[config.mk]
export PLATFORM = sky130hd
export DESIGN_NAME = lsb_first_bit_packer_varint
export DESIGN_NICKNAME = d
export VERILOG_FILES = /design/src/design/lbp_pkg.sv /design/src/design/lsb_first_bit_packer_varint.sv /design/src/design/lbp_front.sv /design/src/design/lbp_queue.sv /design/src/design/lbp_back.sv
export VERILOG_INCLUDE_DIRS = /design/src /design/src/design
export SDC_FILE = /design/constraint.sdc
export NUM_CORES = 1
export LEC_CHECK = 0
export BUFFER_PORTS_ARGS = -buffer_cell sky130_fd_sc_hd__buf_4
export CAP_MARGIN = 5
export CORE_ASPECT_RATIO = 1.75
export CORE_MARGIN = 4
export CORE_UTILIZATION = 50
export DETAILED_ROUTE_END_ITERATION = 10
export PLACE_DENSITY = 0.65
export SYNTH_ARGS = -nofsm -noshare
export SYNTH_HDL_FRONTEND = slang
export SYNTH_SLANG_ARGS = --single-unit
[constraint.sdc]
create_clock -name clk_i -period 7.8 [get_ports clk_i]
set_clock_uncertainty 0.05 [all_clocks]
set_input_delay 0.39 -clock clk_i [delete_from_list [all_inputs] [get_ports clk_i]]
set_output_delay 0.39 -clock clk_i [all_outputs]
set_load 0.02 [all_outputs]
[src/design/assert_macros.svh]
// ---------------------------------------------------------------------------
// assert_macros.svh
// Concurrent assertion helpers, compiled out for synthesis.
// ---------------------------------------------------------------------------
`ifndef ASSERT_MACROS_SVH
`define ASSERT_MACROS_SVH

`ifndef SYNTHESIS
// Implication or plain property under clock, disabled during reset
`define ASSERT_PROP(lbl, clk, rstn, prop, msg) \
  lbl: assert property (@(posedge clk) disable iff (!rstn) prop) else $error(msg);
// Condition that must never be seen at a clock edge
`define ASSERT_NEVER(lbl, clk, rstn, cond, msg) \
  lbl: assert property (@(posedge clk) disable iff (!rstn) !(cond)) else $error(msg);
`else
`define ASSERT_PROP(lbl, clk, rstn, prop, msg)
`define ASSERT_NEVER(lbl, clk, rstn, cond, msg)
`endif

`endif

[src/design/lbp_pkg.sv]
// ---------------------------------------------------------------------------
// lbp_pkg
// Shared types and constants of the LSB-first bit packer.
// ---------------------------------------------------------------------------
package lbp_pkg;

  // Input op codes
  typedef enum logic [1:0] {
    OP_RAW    = 2'd0,
    OP_RAW64  = 2'd1,
    OP_VARINT = 2'd2,
    OP_FINISH = 2'd3
  } lbp_op_e;

  // Kind of a queued piece of work
  typedef enum logic {
    PC_WRITE  = 1'b0,
    PC_FINISH = 1'b1
  } piece_kind_e;

  // Capacity saturation limit in bytes
  localparam int unsigned MaxBytes = 4096;
  localparam int unsigned CapW     = 13;
  localparam int unsigned CurW     = 16;
  localparam int unsigned IdxW     = 13;
  localparam int unsigned NbW      = 6;
  localparam int unsigned PieceW   = 32;

  // Depth of the piece queue (power of two)
  localparam int unsigned QDepth   = 4;
  localparam int unsigned QAw      = $clog2(QDepth);

  // One checked write (1..32 bits) or a finish request
  typedef struct packed {
    piece_kind_e         kind;
    logic [NbW-1:0]      nbits;
    logic [PieceW-1:0]   bits;
  } piece_t;

  // Queue status toward front and back
  typedef struct packed {
    logic full;
    logic empty;
  } qstat_t;

endpackage

[src/design/lsb_first_bit_packer_varint.sv]
// ---------------------------------------------------------------------------
// lsb_first_bit_packer_varint
// LSB-first bit packer with raw, 64-bit, varint and finish ops.
// ---------------------------------------------------------------------------
// Usage:
//   Input channel (in_valid_i / in_stall_o) takes one op word: op_i, value_i,
//   width_i. Output channel (out_valid_o / out_stall_i) returns one word per
//   completed byte, plus one word with last_o set for each finish op. cfg_we_i
//   writes capacity_bytes (cfg_wdata_i); user must keep block idle, unchecked.
// Timing:
//   An op word is registered by the front splitter, which pushes one piece
//   (raw group, 32-bit half, varint group, continuation bit or finish) per
//   cycle into a 4-entry queue while the queue is not full. The back packer
//   takes one piece per cycle while idle (a finish also waits for a free
//   output register) and emits completed bytes one per cycle while the output
//   is not stalled. A new op word is accepted only after the last piece of
//   the previous one is pushed.
// Reset:
//   Cursor, pending byte and overflow flag clear; capacity returns to 4096.
// Stall:
//   The output register holds its word while out_stall_i is high; the queue
//   then fills and in_stall_o stays high while the splitter cannot push.
// ---------------------------------------------------------------------------
module lsb_first_bit_packer_varint (
  input  logic         clk_i,
  input  logic         rst_ni,
  input  logic         cfg_we_i,
  input  logic [12:0]  cfg_wdata_i,
  input  logic         in_valid_i,
  output logic         in_stall_o,
  input  logic [1:0]   op_i,
  input  logic [63:0]  value_i,
  input  logic [5:0]   width_i,
  output logic         out_valid_o,
  input  logic         out_stall_i,
  output logic [7:0]   data_byte_o,
  output logic [11:0]  byte_index_o,
  output logic         byte_valid_o,
  output logic         last_o,
  output logic         overflow_o,
  output logic [15:0]  bit_count_o
);

  lbp_pkg::qstat_t  qstat;
  lbp_pkg::piece_t  push_piece;
  lbp_pkg::piece_t  head_piece;
  logic             push;
  logic             pop;

  // Front: op splitter
  lbp_front u_front (
    .clk_i      (clk_i),
    .rst_ni     (rst_ni),
    .in_valid_i (in_valid_i),
    .in_stall_o (in_stall_o),
    .op_i       (op_i),
    .value_i    (value_i),
    .width_i    (width_i),
    .qstat_i    (qstat),
    .push_o     (push),
    .piece_o    (push_piece)
  );

  // Piece queue
  lbp_queue u_queue (
    .clk_i   (clk_i),
    .rst_ni  (rst_ni),
    .push_i  (push),
    .piece_i (push_piece),
    .pop_i   (pop),
    .piece_o (head_piece),
    .qstat_o (qstat)
  );

  // Back: packer and byte emitter
  lbp_back u_back (
    .clk_i        (clk_i),
    .rst_ni       (rst_ni),
    .cfg_we_i     (cfg_we_i),
    .cfg_wdata_i  (cfg_wdata_i),
    .qstat_i      (qstat),
    .piece_i      (head_piece),
    .pop_o        (pop),
    .out_valid_o  (out_valid_o),
    .out_stall_i  (out_stall_i),
    .data_byte_o  (data_byte_o),
    .byte_index_o (byte_index_o),
    .byte_valid_o (byte_valid_o),
    .last_o       (last_o),
    .overflow_o   (overflow_o),
    .bit_count_o  (bit_count_o)
  );

endmodule

[src/design/lbp_front.sv]
// ---------------------------------------------------------------------------
// lbp_front
// Accepts input words and splits each op into checked pieces for the queue.
// ---------------------------------------------------------------------------
module lbp_front (
  input  logic                 clk_i,
  input  logic                 rst_ni,
  input  logic                 in_valid_i,
  output logic                 in_stall_o,
  input  logic [1:0]           op_i,
  input  logic [63:0]          value_i,
  input  logic [5:0]           width_i,
  input  lbp_pkg::qstat_t      qstat_i,
  output logic                 push_o,
  output lbp_pkg::piece_t      piece_o
);

  logic              busy_q, busy_d;
  logic              ph_q, ph_d;
  lbp_pkg::lbp_op_e  op_q;
  logic [63:0]       val_q, val_d;
  logic [5:0]        wid_q;
  logic              accept;
  logic              need_push;
  logic              last_piece;
  logic              fin;
  logic [31:0]       raw_mask;

  assign accept     = in_valid_i && !busy_q;
  assign in_stall_o = busy_q;

  // Mask for a raw write of wid_q bits (0..32)
  assign raw_mask = 32'hFFFF_FFFF >> (6'd32 - wid_q);

  // Piece generation for the op being split
  always_comb begin
    piece_o.kind  = lbp_pkg::PC_WRITE;
    piece_o.nbits = '0;
    piece_o.bits  = '0;
    need_push     = 1'b1;
    last_piece    = 1'b1;
    unique case (op_q)
      lbp_pkg::OP_RAW: begin
        piece_o.nbits = wid_q;
        piece_o.bits  = val_q[31:0] & raw_mask;
        need_push     = (wid_q != 6'd0);
      end
      lbp_pkg::OP_RAW64: begin
        piece_o.nbits = 6'd32;
        piece_o.bits  = ph_q ? val_q[63:32] : val_q[31:0];
        last_piece    = ph_q;
      end
      lbp_pkg::OP_VARINT: begin
        if (!ph_q) begin
          piece_o.nbits = 6'd7;
          piece_o.bits  = {25'd0, val_q[6:0]};
          last_piece    = 1'b0;
        end else begin
          // continuation bit; val_q already holds the shifted remainder
          piece_o.nbits = 6'd1;
          piece_o.bits  = {31'd0, (val_q != 64'd0)};
          last_piece    = (val_q == 64'd0);
        end
      end
      lbp_pkg::OP_FINISH: begin
        piece_o.kind = lbp_pkg::PC_FINISH;
      end
      default: begin
        need_push = 1'b0;
      end
    endcase
  end

  assign push_o = busy_q && need_push && !qstat_i.full;
  assign fin    = busy_q && (need_push ? (!qstat_i.full && last_piece) : 1'b1);

  // Next-state of the splitter
  always_comb begin
    busy_d = busy_q;
    ph_d   = ph_q;
    val_d  = val_q;
    if (accept) begin
      busy_d = 1'b1;
      ph_d   = 1'b0;
      val_d  = value_i;
    end else begin
      if (fin) begin
        busy_d = 1'b0;
      end
      if (push_o) begin
        ph_d = ~ph_q;
        if (op_q == lbp_pkg::OP_VARINT && !ph_q) begin
          val_d = val_q >> 7;
        end
      end
    end
  end

  // Control registers
  always_ff @(posedge clk_i or negedge rst_ni) begin
    if (!rst_ni) begin
      busy_q <= 1'b0;
      ph_q   <= 1'b0;
    end else begin
      busy_q <= busy_d;
      ph_q   <= ph_d;
    end
  end

  // Payload registers
  always_ff @(posedge clk_i) begin
    val_q <= val_d;
    if (accept) begin
      op_q  <= lbp_pkg::lbp_op_e'(op_i);
      wid_q <= (width_i > 6'd32) ? 6'd32 : width_i;
    end
  end

endmodule

[src/design/lbp_queue.sv]
// ---------------------------------------------------------------------------
// lbp_queue
// Short FIFO of pieces between the front splitter and the back packer.
// ---------------------------------------------------------------------------
module lbp_queue (
  input  logic             clk_i,
  input  logic             rst_ni,
  input  logic             push_i,
  input  lbp_pkg::piece_t  piece_i,
  input  logic             pop_i,
  output lbp_pkg::piece_t  piece_o,
  output lbp_pkg::qstat_t  qstat_o
);

  lbp_pkg::piece_t               mem_q [lbp_pkg::QDepth];
  logic [lbp_pkg::QAw-1:0]       wr_ptr_q, rd_ptr_q;
  logic [lbp_pkg::QAw:0]         cnt_q;
  logic                          do_push, do_pop;

  assign qstat_o.full  = (cnt_q == (lbp_pkg::QAw+1)'(lbp_pkg::QDepth));
  assign qstat_o.empty = (cnt_q == '0);
  assign do_push       = push_i && !qstat_o.full;
  assign do_pop        = pop_i && !qstat_o.empty;
  assign piece_o       = mem_q[rd_ptr_q];

  // Pointers and fill count
  always_ff @(posedge clk_i or negedge rst_ni) begin
    if (!rst_ni) begin
      wr_ptr_q <= '0;
      rd_ptr_q <= '0;
      cnt_q    <= '0;
    end else begin
      if (do_push) begin
        wr_ptr_q <= wr_ptr_q + 1'b1;
      end
      if (do_pop) begin
        rd_ptr_q <= rd_ptr_q + 1'b1;
      end
      unique case ({do_push, do_pop})
        2'b10:   cnt_q <= cnt_q + 1'b1;
        2'b01:   cnt_q <= cnt_q - 1'b1;
        default: cnt_q <= cnt_q;
      endcase
    end
  end

  // Storage
  always_ff @(posedge clk_i) begin
    if (do_push) begin
      mem_q[wr_ptr_q] <= piece_i;
    end
  end

endmodule

[src/design/lbp_back.sv]
// ---------------------------------------------------------------------------
// lbp_back
// Checks each piece against capacity, packs it and emits completed bytes.
// ---------------------------------------------------------------------------
`include "assert_macros.svh"

module lbp_back (
  input  logic                      clk_i,
  input  logic                      rst_ni,
  input  logic                      cfg_we_i,
  input  logic [lbp_pkg::CapW-1:0]  cfg_wdata_i,
  input  lbp_pkg::qstat_t           qstat_i,
  input  lbp_pkg::piece_t           piece_i,
  output logic                      pop_o,
  output logic                      out_valid_o,
  input  logic                      out_stall_i,
  output logic [7:0]                data_byte_o,
  output logic [11:0]               byte_index_o,
  output logic                      byte_valid_o,
  output logic                      last_o,
  output logic                      overflow_o,
  output logic [15:0]               bit_count_o
);

  localparam logic ST_IDLE = 1'b0;
  localparam logic ST_EMIT = 1'b1;

  logic                      st_q, st_d;
  logic [lbp_pkg::CurW-1:0]  cur_q, cur_d;
  logic [7:0]                pend_q, pend_d;
  logic                      ovf_q, ovf_d;
  logic [lbp_pkg::CapW-1:0]  cap_q;
  logic [39:0]               acc_q, acc_d;
  logic [2:0]                left_q, left_d;
  logic [lbp_pkg::IdxW-1:0]  idx_q, idx_d;

  logic                      ov_q, ov_d;
  logic [7:0]                data_q, data_d;
  logic [11:0]               bidx_q, bidx_d;
  logic                      bv_q, bv_d;
  logic                      last_q, last_d;
  logic                      oflag_q, oflag_d;
  logic [15:0]               bc_q, bc_d;

  logic                      out_free;
  logic                      load;
  logic [2:0]                cur_lo;
  logic [39:0]               acc_new;
  logic [lbp_pkg::CurW:0]    sum;
  logic [lbp_pkg::CapW-1:0]  cap_sat;
  logic [lbp_pkg::CurW-1:0]  cap_bits;
  logic                      fits;
  logic [5:0]                total;
  logic [2:0]                nbytes;
  logic [lbp_pkg::IdxW-1:0]  idx_inc;

  assign out_free = !ov_q || !out_stall_i;
  assign cur_lo   = cur_q[2:0];
  assign idx_inc  = idx_q + 1'b1;

  // Merge new bits above the pending ones
  assign acc_new  = ({8'd0, piece_i.bits} << cur_lo) | {32'd0, pend_q};

  // Capacity check: cursor plus piece width against saturated capacity
  assign cap_sat  = (cap_q > lbp_pkg::CapW'(lbp_pkg::MaxBytes))
                    ? lbp_pkg::CapW'(lbp_pkg::MaxBytes) : cap_q;
  assign cap_bits = {cap_sat, 3'b000};
  assign sum      = {1'b0, cur_q} + (lbp_pkg::CurW+1)'(piece_i.nbits);
  assign fits     = (sum <= {1'b0, cap_bits});
  assign total    = {3'd0, cur_lo} + piece_i.nbits;
  assign nbytes   = total[5:3];

  // Sequencer
  always_comb begin
    st_d    = st_q;
    cur_d   = cur_q;
    pend_d  = pend_q;
    ovf_d   = ovf_q;
    acc_d   = acc_q;
    left_d  = left_q;
    idx_d   = idx_q;
    pop_o   = 1'b0;
    load    = 1'b0;
    data_d  = data_q;
    bidx_d  = bidx_q;
    bv_d    = bv_q;
    last_d  = last_q;
    oflag_d = oflag_q;
    bc_d    = bc_q;
    unique case (st_q)
      ST_IDLE: begin
        if (!qstat_i.empty) begin
          if (piece_i.kind == lbp_pkg::PC_FINISH) begin
            if (out_free) begin
              // flush the partial byte, report the count, start over
              pop_o   = 1'b1;
              load    = 1'b1;
              bv_d    = (cur_lo != 3'd0);
              data_d  = bv_d ? pend_q : 8'd0;
              bidx_d  = bv_d ? cur_q[14:3] : 12'd0;
              last_d  = 1'b1;
              oflag_d = ovf_q;
              bc_d    = cur_q;
              cur_d   = '0;
              pend_d  = '0;
              ovf_d   = 1'b0;
            end
          end else begin
            pop_o = 1'b1;
            if (!fits) begin
              ovf_d = 1'b1;
            end else begin
              cur_d = sum[lbp_pkg::CurW-1:0];
              if (nbytes == 3'd0) begin
                pend_d = acc_new[7:0];
              end else begin
                st_d   = ST_EMIT;
                acc_d  = acc_new;
                left_d = nbytes;
                idx_d  = cur_q[lbp_pkg::CurW-1:3];
              end
            end
          end
        end
      end
      ST_EMIT: begin
        if (out_free) begin
          // one completed byte per cycle while the output register is free
          load    = 1'b1;
          data_d  = acc_q[7:0];
          bidx_d  = idx_q[11:0];
          bv_d    = 1'b1;
          last_d  = 1'b0;
          oflag_d = ovf_q;
          bc_d    = {idx_inc, 3'b000};
          acc_d   = acc_q >> 8;
          idx_d   = idx_inc;
          left_d  = left_q - 1'b1;
          if (left_q == 3'd1) begin
            pend_d = acc_q[15:8];
            st_d   = ST_IDLE;
          end
        end
      end
      default: begin
        st_d = ST_IDLE;
      end
    endcase
  end

  // Output register valid
  always_comb begin
    if (load) begin
      ov_d = 1'b1;
    end else if (!out_stall_i) begin
      ov_d = 1'b0;
    end else begin
      ov_d = ov_q;
    end
  end

  // Control and packing state
  always_ff @(posedge clk_i or negedge rst_ni) begin
    if (!rst_ni) begin
      st_q   <= ST_IDLE;
      cur_q  <= '0;
      pend_q <= '0;
      ovf_q  <= 1'b0;
      cap_q  <= lbp_pkg::CapW'(4096);
      left_q <= '0;
      ov_q   <= 1'b0;
    end else begin
      st_q   <= st_d;
      cur_q  <= cur_d;
      pend_q <= pend_d;
      ovf_q  <= ovf_d;
      left_q <= left_d;
      ov_q   <= ov_d;
      if (cfg_we_i) begin
        cap_q <= cfg_wdata_i;
      end
    end
  end

  // Payload registers
  always_ff @(posedge clk_i) begin
    acc_q   <= acc_d;
    idx_q   <= idx_d;
    data_q  <= data_d;
    bidx_q  <= bidx_d;
    bv_q    <= bv_d;
    last_q  <= last_d;
    oflag_q <= oflag_d;
    bc_q    <= bc_d;
  end

  assign out_valid_o  = ov_q;
  assign data_byte_o  = data_q;
  assign byte_index_o = bidx_q;
  assign byte_valid_o = bv_q;
  assign last_o       = last_q;
  assign overflow_o   = oflag_q;
  assign bit_count_o  = bc_q;

  // Checks; the pending byte is only current while idle (emit keeps it in acc)
  `ASSERT_PROP(a_emit_has_bytes, clk_i, rst_ni, (st_q == ST_EMIT) |-> (left_q != 3'd0),
               "emit state with no bytes left")
  `ASSERT_NEVER(a_pend_clean, clk_i, rst_ni,
                (st_q == ST_IDLE) && ((pend_q >> cur_lo) != 8'd0),
                "pending byte has bits above the cursor")
  `ASSERT_PROP(a_finish_partial, clk_i, rst_ni,
               (ov_q && last_q && bv_q) |-> (bc_q[2:0] != 3'd0),
               "finish reported a partial byte on a byte boundary")
  `ASSERT_NEVER(a_finish_in_emit, clk_i, rst_ni, load && last_d && (st_q == ST_EMIT),
                "finish result loaded while bytes are still pending")

endmodule

==> results_dict.tcl, run 1 <==
set metrics [dict create \
    antenna_found_initial 0 \
    initial_core_util_pct 50.6 \
    buffers_added_on_ports 130 \
    dieArea_um2 38800 \
    synth_edf_count 319 \
    synth.net_count 1513 \
    avgSynthCellArea_um2 12.9 \
    die_w_um 151 \
    post_cts_resized 0 \
    cts.root.buffer_cell "clkbuf_16" \
    max_cap_violations 0 \
    ff2ff_setup_slack_ns 1.59 \
    globalRouteMet3Util_pct 2.72 \
    slew_viol_final 0 \
    detailroute.via_count 11416 \
    dominant_register_cell_in_the_synthesized_netlist "edfxtp_1" \
    dpl_cell_area_um2 19300 \
    groute.layer.met2.usage_pct 41.8 \
    critical_path_class "reg -> reg" \
    rsz_0062_raised_after_global_routing "false" \
    synth.top_cell.area_share_pct 53.8 \
    synth_sequential_area_ratio_pct 61.1 \
    number_of_standard_cells_after_synthesis 1385 \
    post_synth_arst_share_pct 14.0 \
    clockPowerShare_pct 19.7 \
    drc 0 \
    timing.critical_path.fanout_max 39 \
    total_leakage_power_nw 7.58 \
    max_slew_margin_pct 25.7 \
    switching_power_w 0.00332 \
    ir_drop_v 0.000225 \
    status "completed" \
    p_int_w 0.00560 \
    cts.htree.levels 2 \
    final_layout_size_suffix_gt1_share_pct 22.5 \
    worst_setup_hold_path_clk_slew_ns 0.06 \
    number_of_drc_markers_after_the_initial_detailed_route_iteration 684 \
    grt_first_pass_wirelength_um 66300 \
    core_area_um2 35200 \
    grt.total_usage_pct 22.1 \
    timing.final.setup_violations 0 \
    fin_tns_setup_ns 0 \
    area_delta_synth_final_pct 14.9 \
    hpwl_um 30800 \
    synthTopCellsByArea "edfxtp_1 (54%), dfrtp_1 (7.2%), mux2_2 (5.2%)" \
    hold_viol 0 \
    number_of_detailed_route_iterations_in_the_first_pass 5 \
    yosysWarningCount 0 \
    timing.critical_path.to_type "flop" \
    antenna-diode-count 0 \
    worst_hold_path_type "in -> reg" \
    worst_pin_slew_ns 1.11 \
    top_ports 131 \
    comb_power_share_pct 39.8 \
    max_freq_ghz 0.161 \
    gp_routability_congestion 1.02 \
    final_design_area_no_fill_um2 20500 \
    worstPathArrival_ns 6.32 \
    timing.critical_path.required_ns 7.91 \
    detail_route.vias_per_cell 5.74 \
    drtAntennaViolNets 0 \
    netlist.top_cell.by_area "edfxtp_1" \
    synth_seq_cells 371 \
    clockBufferDepth 3 \
    number_of_global_route_vias_before_repair 11968 \
    sw_frac_of_total_pct 37.2 \
    cts-buffers-inserted 36 \
    dieHeight_um 258 \
    cts_tree "built" \
    seqPwrFrac_pct 40.5 \
    totalWireLength_um 42200 \
    global_route.peak_usage_layer "met2" \
    finalCriticalPeriod_ns 6.21 \
    wire_per_inst_um 21.2 \
    clock_latency_ns 0.53 \
    cp-start-kind "flop" \
    grt_max_degree 107 \
    placement_rows 91 \
    synth_cell_types 63 \
    final_nets 1625 \
    mostFrequentLayoutCells "edfxtp_1 (319), nand2_1 (171), buf_4 (151)" \
    syn_area_um2 17800 \
    timing.final.crit_share_pct 79.7 \
    grt_overflow 0 \
    gr-usage-met1_pct 24.1 \
    leading_cell_type_in_the_layout_fill_and_taps_excluded "edfxtp_1" \
    clkSinkCount 371 \
    power.density_nw_per_um2 436 \
    num-fill-cells 2876 \
]
[synthesized netlist by cell type, types with 6 or more instances]
cell,number
a21o_1,7
a21oi_1,59
a22o_1,25
a22oi_1,6
a2bb2oi_1,6
a31oi_1,23
a32oi_1,15
and2_1,15
and3_1,6
buf_1,19
buf_2,8
clkbuf_1,52
dfrtp_1,51
edfxtp_1,319
ha_1,36
inv_1,33
mux2_2,82
mux2i_1,31
mux4_2,38
nand2_1,171
nand3_1,21
nand4_1,6
nor2_1,116
nor2b_1,18
nor3_1,11
nor4_1,15
o211ai_1,12
o21ai_0,74
xnor2_1,22
xor2_1,17
[state kept, by name (all words and copies together), names as in the netlist, 2 cells and up]
register / cells
u_back.data_byte_o: 8
u_front.wid_q: 6
u_back.left_q: 3
u_queue.wr_ptr_q: 2
u_front.op_q: 2
u_queue.rd_ptr_q: 2
u_front.val_q: 64
u_back.byte_index_o: 12
u_back.cur_q: 16
u_back.pend_q: 8
u_queue.cnt_q: 3
u_back.idx_q: 13
u_back.acc_q: 39
u_back.cap_q: 13
u_queue.mem_q: 156
u_back.bit_count_o: 16
[power groups by stage]
stage / clock, W / sequential, W / combinational [W]
4_1_cts: 0.00180 / 0.00362 / 0.00359
3_5_place_dp: 0 / 0.00365 / 0.00357
3_3_place_gp: 0 / 0.00363 / 0.00352
6_report: 0.00176 / 0.00361 / 0.00356
5_1_grt: 0.00189 / 0.00368 / 0.00393
2_1_floorplan: 0 / 0.00359 / 0.00250
[through the flow]
stage	utilization, %	setup WS, ns	instances	power [W]	hold slack (ns)
finish	58.2	1.59	1990	0.00893	0.0354
global route	58.2	1.08	1990	0.00950	0.0277
CTS	58.2	1.53	1990	0.00900	0.00843
detailed placement	54.7	1.55	1921	0.00722	0.410
global placement	54.7	1.61	1921	0.00715	0.408
floorplan	-	0.615	1385	0.00609	0.0444
[kinds of logic (layout without fill, tap and decap cells)]
family          after synthesis  after routing  synth area share, %
xor+xnor                     39             39                 1.92
flops                       371            371                 61.1
simple gates                409            409                 10.3
fa+ha+maj                    38             38                 2.75
mux                         152            152                 11.8
compound gates              263            263                 9.67
buf+inv                     113            253                 2.48
[repair_timing]
item	in CTS	in global routing
buffers inserted	0	0
endpoints found under the setup margin	0	0
hold buffers	3	0
hold endpoints to repair	53	0
[routing by layer]
layer / wire [um] / share of wire [%] / vias up
met1: 15000 / 35 / 5577
li1: - / - / 5424
met2: 23500 / 56 / 315
met4: 2090 / 5.0 / 0
met5: 0 / 0 / -
met3: 1580 / 3.8 / 100
[worst max-delay path, stage by stage, from the launching register on]
cell	delay [ns]
dfrtp_2	0.88
mux4_2	0.59
ha_1	0.22
inv_1	0.08
fa_1	0.23
nor2b_1	0.07
o21ai_0	0.14
nand2b_1	0.12
a21oi_1	0.57
nor2b_1	0.18
xor2_1	0.20
ha_1	0.31
and4_1	0.22
nand4_1	0.11
a21oi_1	0.05
or4_1	0.54
a2bb2oi_1	0.17
buf_4	0.22
nand2_1	0.13
o21ai_4	0.20
buf_4	0.52
[area by class of cell]
class / instances / area (um^2) / share of cell area (%)
clock buffers: 46 / 980 / 4.78
inverters: 33 / 124 / 0.605
flip-flops and latches: 371 / 10900 / 53.2
repair buffers: 154 / 1160 / 5.68
clock inverters: 20 / 213 / 1.04
multi-input cells: 901 / 6530 / 31.9
well taps: 465 / 582 / 2.84
[worst paths after layout]
check                                     from                  end  depth (start not counted)
max reg2reg                u_queue.rd_ptr_q[0]     u_back.acc_q[30]                         20
max in group asynchronous               rst_ni          u_back.st_q                          2
min                            cfg_wdata_i[12]     u_back.cap_q[12]                          3
min reg2reg                       u_back.ovf_q    u_back.overflow_o                          0
max                        u_queue.rd_ptr_q[0]     u_back.acc_q[30]                         20
min in group asynchronous               rst_ni  u_queue.wr_ptr_q[1]                          2
(Power assumes the default switching activity.)
==> run 2: changes to the inputs <==
--- a/config.mk
+++ b/config.mk
@@ -6,13 +6,14 @@
 export SDC_FILE = /design/constraint.sdc
 export NUM_CORES = 1
 export LEC_CHECK = 0
+export ABC_AREA = 1
 export BUFFER_PORTS_ARGS = -buffer_cell sky130_fd_sc_hd__buf_4
 export CAP_MARGIN = 5
 export CORE_ASPECT_RATIO = 1.75
 export CORE_MARGIN = 4
 export CORE_UTILIZATION = 50
 export DETAILED_ROUTE_END_ITERATION = 10
-export PLACE_DENSITY = 0.65
+export PLACE_DENSITY = 0.68
 export SYNTH_ARGS = -nofsm -noshare
 export SYNTH_HDL_FRONTEND = slang
 export SYNTH_SLANG_ARGS = --single-unit
==> constraint.sdc (replaced) <==
create_clock -name clk_i -period 5.4 [get_ports clk_i]
set_clock_uncertainty 0.05 [all_clocks]
set_input_delay 0.27 -clock clk_i [delete_from_list [all_inputs] [get_ports clk_i]]
set_output_delay 0.27 -clock clk_i [all_outputs]
set_load 0.02 [all_outputs]
==> results_dict.tcl, run 2 <==
set metrics [dict create \
    status "completed" \
    timing.critical_path.fanout_max 79 \
    cts.htree.levels 2 \
    ir_drop_v 0.000292 \
    slew_viol_final 0 \
    cts_post_setup_buffers_inserted 0 \
    leading_cell_type_in_the_layout_fill_and_taps_excluded "nand2_1" \
    wire_per_inst_um 17.4 \
    clock_latency_ns 0.54 \
    cts_tree "built" \
    cts-hold-fix-buffers 84 \
    dieArea_um2 39900 \
    gp_routability_congestion 0.981 \
    timing.final.crit_share_pct 88.1 \
    rsz_0062_raised_after_global_routing "false" \
    synth_cell_types 49 \
    buffers_added_on_ports 130 \
    totalWireLength_um 46200 \
    fin_tns_setup_ns 0 \
    ff2ff_setup_slack_ns 0.64 \
    initial_core_util_pct 50.7 \
    timing.critical_path.required_ns 5.55 \
    gr-usage-met1_pct 24.1 \
    max_cap_violations 0 \
    worst_hold_path_type "in -> reg" \
    placement_rows 92 \
    max_freq_ghz 0.210 \
    cts-buffers-inserted 35 \
    antenna_found_initial 0 \
    core_area_um2 36100 \
    top_ports 131 \
    antenna-diode-count 0 \
    clockPowerShare_pct 19.0 \
    detailroute.via_count 14261 \
    reg2reg_to "u_back.acc_q[6]" \
    yosysWarningCount 0 \
    whs_path_depth 3 \
    total_leakage_power_nw 9.26 \
    number_of_detailed_route_iterations_in_the_first_pass 5 \
    grt_overflow 0 \
    dieHeight_um 261 \
    p_int_w 0.00775 \
    globalRouteMet3Util_pct 2.94 \
    grt.total_usage_pct 22.9 \
    dominant_register_cell_in_the_synthesized_netlist "edfxtp_1" \
    groute.layer.met2.usage_pct 44.0 \
    synth_sequential_area_ratio_pct 59.4 \
    critical_path_class "reg -> reg" \
    max_ffs_per_register 156 \
    synth_edf_count 319 \
    largest-register "u_queue.mem_q" \
    clkSinkCount 371 \
    power.density_nw_per_um2 610 \
    synthTopCellsByArea "edfxtp_1 (52%), nand2_1 (16%), dfrtp_1 (7.0%)" \
    number_of_drc_markers_after_the_initial_detailed_route_iteration 704 \
    synth.top_cell.area_share_pct 52.2 \
    seqPwrFrac_pct 39.1 \
    timing.critical_path.to_type "flop" \
    hpwl_um 32600 \
    reg2reg_start "u_queue.rd_ptr_q[0]" \
    cp-start-kind "flop" \
    detail_route.vias_per_cell 5.36 \
    hold_viol 0 \
    comb_power_share_pct 41.9 \
    drtAntennaViolNets 0 \
    top_regs "u_queue.mem_q: 156 flops, u_front.val_q: 64 flops, u_back.acc_q: 39 flops" \
    timing.final.setup_violations 0 \
    netlist.top_cell.by_area "edfxtp_1" \
    synth_seq_cells 371 \
    sw_frac_of_total_pct 41.3 \
    worst_setup_hold_path_clk_slew_ns 0.06 \
    cts.root.buffer_cell "clkbuf_16" \
    worstPathArrival_ns 4.91 \
    clockBufferDepth 3 \
    synth_commonest_cells "nand2_1 (780), edfxtp_1 (319), nand3_1 (156), inv_1 (136), nor2_1 (94)" \
    worstSetupStartpoint "u_queue.rd_ptr_q[0]" \
    grt_max_degree 80 \
    max_slew_margin_pct 26.0 \
    synth.net_count 2106 \
    final_layout_size_suffix_gt1_share_pct 11.3 \
    post_cts_resized 0 \
    final_setup_margin_ns 0.641 \
    drc 0 \
    number_of_standard_cells_after_synthesis 1978 \
    grt_first_pass_wirelength_um 73500 \
    pre_cts_ws_ns 0.591 \
    area_delta_synth_final_pct 18.0 \
    post_synth_arst_share_pct 14.0 \
    global_route.peak_usage_layer "met2" \
    yosys.cell_count.top_type "nand2_1" \
    switching_power_w 0.00544 \
    final_nets 2290 \
    number_of_global_route_vias_before_repair 14367 \
    finalCriticalPeriod_ns 4.76 \
    r2r.worst_path.cells 24 \
    worst_pin_slew_ns 1.11 \
    avgSynthCellArea_um2 9.27 \
    die_w_um 153 \
    syn_area_um2 18300 \
    endpoint "u_back.acc_q[6]" \
    mostFrequentLayoutCells "nand2_1 (778), edfxtp_1 (319), nand3_1 (156)" \
]
[run 2: changes by cell type after synthesis, moves of 30 or more]
cell and delta:
mux2_2 -78, inv_1 +103, mux4_2 -38, mux2i_1 -30, nand2_1 +609, nand3_1 +135
[run 2: cell type report]
cell class                 instances  area, um^2
fill                            3097       14500
sequential                       371       10900
multi-input combinational       1373        6460
timing repair buffer             234        1980
clock buffer                      42         933
tap                              470         588
inverter                         147         559
clock inverter                    22         238
[run 2: worst max-delay path, stage by stage, from the launching register on]
cell and delay [ns]:
dfrtp_2 0.44, inv_8 0.33, o21ai_0 0.14, o22ai_1 0.17, ha_1 0.22, inv_1 0.07
fa_1 0.39, inv_1 0.07, nand2_1 0.06, nand3_1 0.12, nand4_1 0.10, nand2_1 0.17
nand2_1 0.09, xor2_1 0.19, inv_1 0.08, ha_1 0.30, nand2_1 0.05, nor3_1 0.27
nand4_1 0.13, nand2_1 0.09, nand2_1 0.12, inv_1 0.08, nand4_1 0.19, nand2_2 0.20
buf_12 0.28
[run 2: worst min path at each step]
| stage | from | slack [ns] | endpoint |
|---|---|---|---|
| CTS | value_i[1] | 0.003 | u_front.val_q[1] |
| finish | value_i[1] | 0.02 | u_front.val_q[1] |
| global placement | rst_ni | 0.32 | u_front.in_stall_o |
| detailed placement | rst_ni | 0.33 | u_queue.wr_ptr_q[1] |
| floorplan | rst_ni | -0.08 | u_back.cap_q[0] |
| global route | value_i[1] | 0.003 | u_front.val_q[1] |
[run 2: through the flow]
stage               instances  total power, W  hold WS (ns)  utilization (%)  cell area, um^2
finish                   2659          0.0132        0.0244             59.9            21600
global route             2659          0.0141       0.00295             59.9            21600
CTS                      2659          0.0133       0.00278             59.9            21600
detailed placement       2511          0.0107         0.333             54.3            19600
global placement         2511          0.0105         0.323             54.3            19600
floorplan                1978         0.00903       -0.0756                -            18300
[run 2: layer usage]
metal  part of all wire, %  routed length, um
met2                    54              25000
met3                   4.2               1940
met4                   5.7               2620
met5                     0                  0
met1                    36              16600
[run 2: logic make-up (layout without fill, tap and decap cells)]
kind of cell / after synthesis / in the layout / share of synthesized area (%)
flops: 371 / 371 / 59.4
simple gates: 1088 / 1088 / 24.2
xor+xnor: 25 / 25 / 1.19
compound gates: 217 / 217 / 6.57
buf+inv: 234 / 445 / 5.66
mux: 5 / 5 / 0.300
fa+ha+maj: 38 / 38 / 2.68
[run 2: power groups by stage]
stage	clock network (W)	registers, W	logic (W)
floorplan	0	0.00523	0.00380
global placement	0	0.00518	0.00537
detailed placement	0	0.00520	0.00549
CTS	0.00256	0.00515	0.00556
global route	0.00267	0.00525	0.00622
finish	0.00251	0.00516	0.00552
==> run 3: changes to the inputs <==
--- a/config.mk
+++ b/config.mk
@@ -13,7 +13,7 @@
 export CORE_MARGIN = 4
 export CORE_UTILIZATION = 50
 export DETAILED_ROUTE_END_ITERATION = 10
-export PLACE_DENSITY = 0.68
+export PLACE_DENSITY = 0.65
 export SYNTH_ARGS = -nofsm -noshare
 export SYNTH_HDL_FRONTEND = slang
 export SYNTH_SLANG_ARGS = --single-unit
==> constraint.sdc (replaced) <==
create_clock -name clk_i -period 4.47 [get_ports clk_i]
set_clock_uncertainty 0.05 [all_clocks]
set_input_delay 0.2235 -clock clk_i [delete_from_list [all_inputs] [get_ports clk_i]]
set_output_delay 0.2235 -clock clk_i [all_outputs]
set_load 0.02 [all_outputs]
==> results_dict.tcl, run 3 (synthesis gave the netlist of run 2 again) <==
set metrics [dict create \
    cts.htree.levels 2 \
    hpwl_um 34600 \
    comb_power_share_pct 44.0 \
    worst_hold_path_type "in -> reg" \
    number_of_drc_markers_after_the_initial_detailed_route_iteration 801 \
    clkSinkCount 371 \
    status "completed" \
    dieArea_um2 39900 \
    max_freq_ghz 0.233 \
    slew_viol_final 0 \
    worstSetupStartpoint "u_queue.rd_ptr_q[0]" \
    core_area_um2 36100 \
    timing.final.crit_share_pct 95.9 \
    timing.critical_path.fanout_max 12 \
    leading_cell_type_in_the_layout_fill_and_taps_excluded "nand2_1" \
    area_delta_synth_final_pct 20.8 \
    number_of_detailed_route_iterations_in_the_first_pass 5 \
    wire_per_inst_um 17.9 \
    detail_route.vias_per_cell 5.33 \
    clock_latency_ns 0.53 \
    max_slew_margin_pct 21.1 \
    cts-buffers-inserted 35 \
    p_int_w 0.00966 \
    detailroute.via_count 14366 \
    max_ffs_per_register 156 \
    drtAntennaViolNets 0 \
    initial_core_util_pct 50.7 \
    final_nets 2328 \
    final_layout_size_suffix_gt1_share_pct 13.3 \
    drc 0 \
    grt_overflow 0 \
    reg_area_um2 10900 \
    grt_max_degree 74 \
    cts.root.buffer_cell "clkbuf_16" \
    switching_power_w 0.00680 \
    dieHeight_um 261 \
    grt_first_pass_wirelength_um 75900 \
    antenna-diode-count 0 \
    ir_drop_v 0.000355 \
    gp_routability_congestion 0.986 \
    hold_viol 0 \
    timing.critical_path.to_type "flop" \
    total_leakage_power_nw 9.48 \
    top_regs "u_queue.mem_q: 156 flops, u_front.val_q: 64 flops, u_back.acc_q: 39 flops" \
    cp-start-kind "flop" \
    finalCriticalPeriod_ns 4.28 \
    seqPwrFrac_pct 37.9 \
    clockBufferDepth 3 \
    timing.critical_path.required_ns 4.66 \
    num-fill-cells 3074 \
    buffers_added_on_ports 130 \
    clockPowerShare_pct 18.1 \
    critical_path_class "reg -> reg" \
    timing.hold.worst.start "cfg_we_i" \
    reg2reg_start "u_queue.rd_ptr_q[0]" \
    totalWireLength_um 48200 \
    timing.final.setup_violations 0 \
    worst_pin_slew_ns 1.18 \
    multi_input_area_um2 6570 \
    fin_tns_setup_ns 0 \
    finalPower_w 0.0165 \
    placement_rows 92 \
    antenna_found_initial 0 \
    grt.total_usage_pct 23.9 \
    number_of_global_route_vias_before_repair 14708 \
    cts_tree "built" \
    mostFrequentLayoutCells "nand2_1 (769), edfxtp_1 (319), buf_4 (167)" \
    worstPathArrival_ns 4.47 \
    worst_setup_hold_path_clk_slew_ns 0.07 \
    max_cap_violations 0 \
    die_w_um 153 \
    sw_frac_of_total_pct 41.3 \
    largest-register "u_queue.mem_q" \
    power.density_nw_per_um2 743 \
    top_ports 131 \
]
## run 3: cell types whose count changed in the layout (fill, tap and decap cells not counted), moves of 3 or more
cell           change
buf_4             +18
clkinv_2           +5
nand2_2            +8
ha_4               +3
nand2_1            -9
clkinv_4           -3
buf_12             +3
dlygate4sd3_1     +13
ha_1               -4
## run 3: per-stage QoR
stage	cells	area, um^2	utilization [%]	hold slack, ns	worst slack, ns
2_1_floorplan	1978	18300	-	-0.122	0.0952
3_3_place_gp	2520	19700	54.6	0.270	0.100
3_5_place_dp	2520	19700	54.6	0.285	0.0200
4_1_cts	2683	21900	60.5	0.00188	0.0884
5_1_grt	2697	22100	61.3	0.0358	-0.0439
6_report	2697	22100	61.3	0.0208	0.185
## run 3: final cells by class
cell class	instances	share of cell area, %
flip-flops and latches	371	49.2
clock inverters	24	1.06
well taps	470	2.66
inverters	147	2.58
clock buffers	40	4.09
repair buffers	272	10.8
multi-input cells	1373	29.7
## run 3: power groups by stage
stage	registers, W	clock network (W)	logic [W]
6_report	0.00624	0.00298	0.00723
3_3_place_gp	0.00628	0	0.00671
2_1_floorplan	0.00629	0	0.00460
5_1_grt	0.00634	0.00316	0.00810
3_5_place_dp	0.00630	0	0.00683
4_1_cts	0.00624	0.00303	0.00696
## run 3: final timing paths
path	endpoint	slack, ns	depth (start not counted)
max	u_back.acc_q[36]	0.19	24
min	u_back.cap_q[7]	0.02	3
max reg2reg	u_back.acc_q[36]	0.19	24
min reg2reg	u_back.overflow_o	0.41	0
max in group asynchronous	u_back.st_q	3.56	2
min in group asynchronous	u_front.in_stall_o	0.24	2
## run 3: worst max-delay path: stages (launching register included)
cell and delay, ns:
dfrtp_2 0.43, buf_12 0.15, inv_16 0.06, o21ai_0 0.07, o22ai_1 0.14, ha_2 0.22
inv_2 0.05, fa_2 0.36, inv_1 0.08, nand2_2 0.06, nand3_2 0.08, nand4_1 0.09
nand2_2 0.13, nand4_1 0.16, xor2_2 0.21, ha_1 0.31, nand3_2 0.09, nor3_2 0.20
nand4_1 0.10, nand2_1 0.10, nand2_2 0.10, inv_1 0.06, nand4_1 0.16, nand2_4 0.30
clkbuf_16 0.21
## run 3: per-layer routing
layer	wire (um)	GRT usage, %	vias up
met5	0	0	-
met4	2650	12.8	0
met3	1800	2.86	138
met2	27100	48.0	413
met1	16600	23.3	6757
li1	-	-	7058
## run 3: timing repair
| action | 4_1_cts | 5_1_grt |
|---|---|---|
| hold endpoints to repair | 137 | 0 |
| setup endpoints to repair | 34 | 75 |
| hold buffers | 97 | 0 |
| resized for setup | 0 | 29 |
| cloned | 0 | 4 |
| pin swaps | 1 | 15 |
| setup buffers | 2 | 10 |
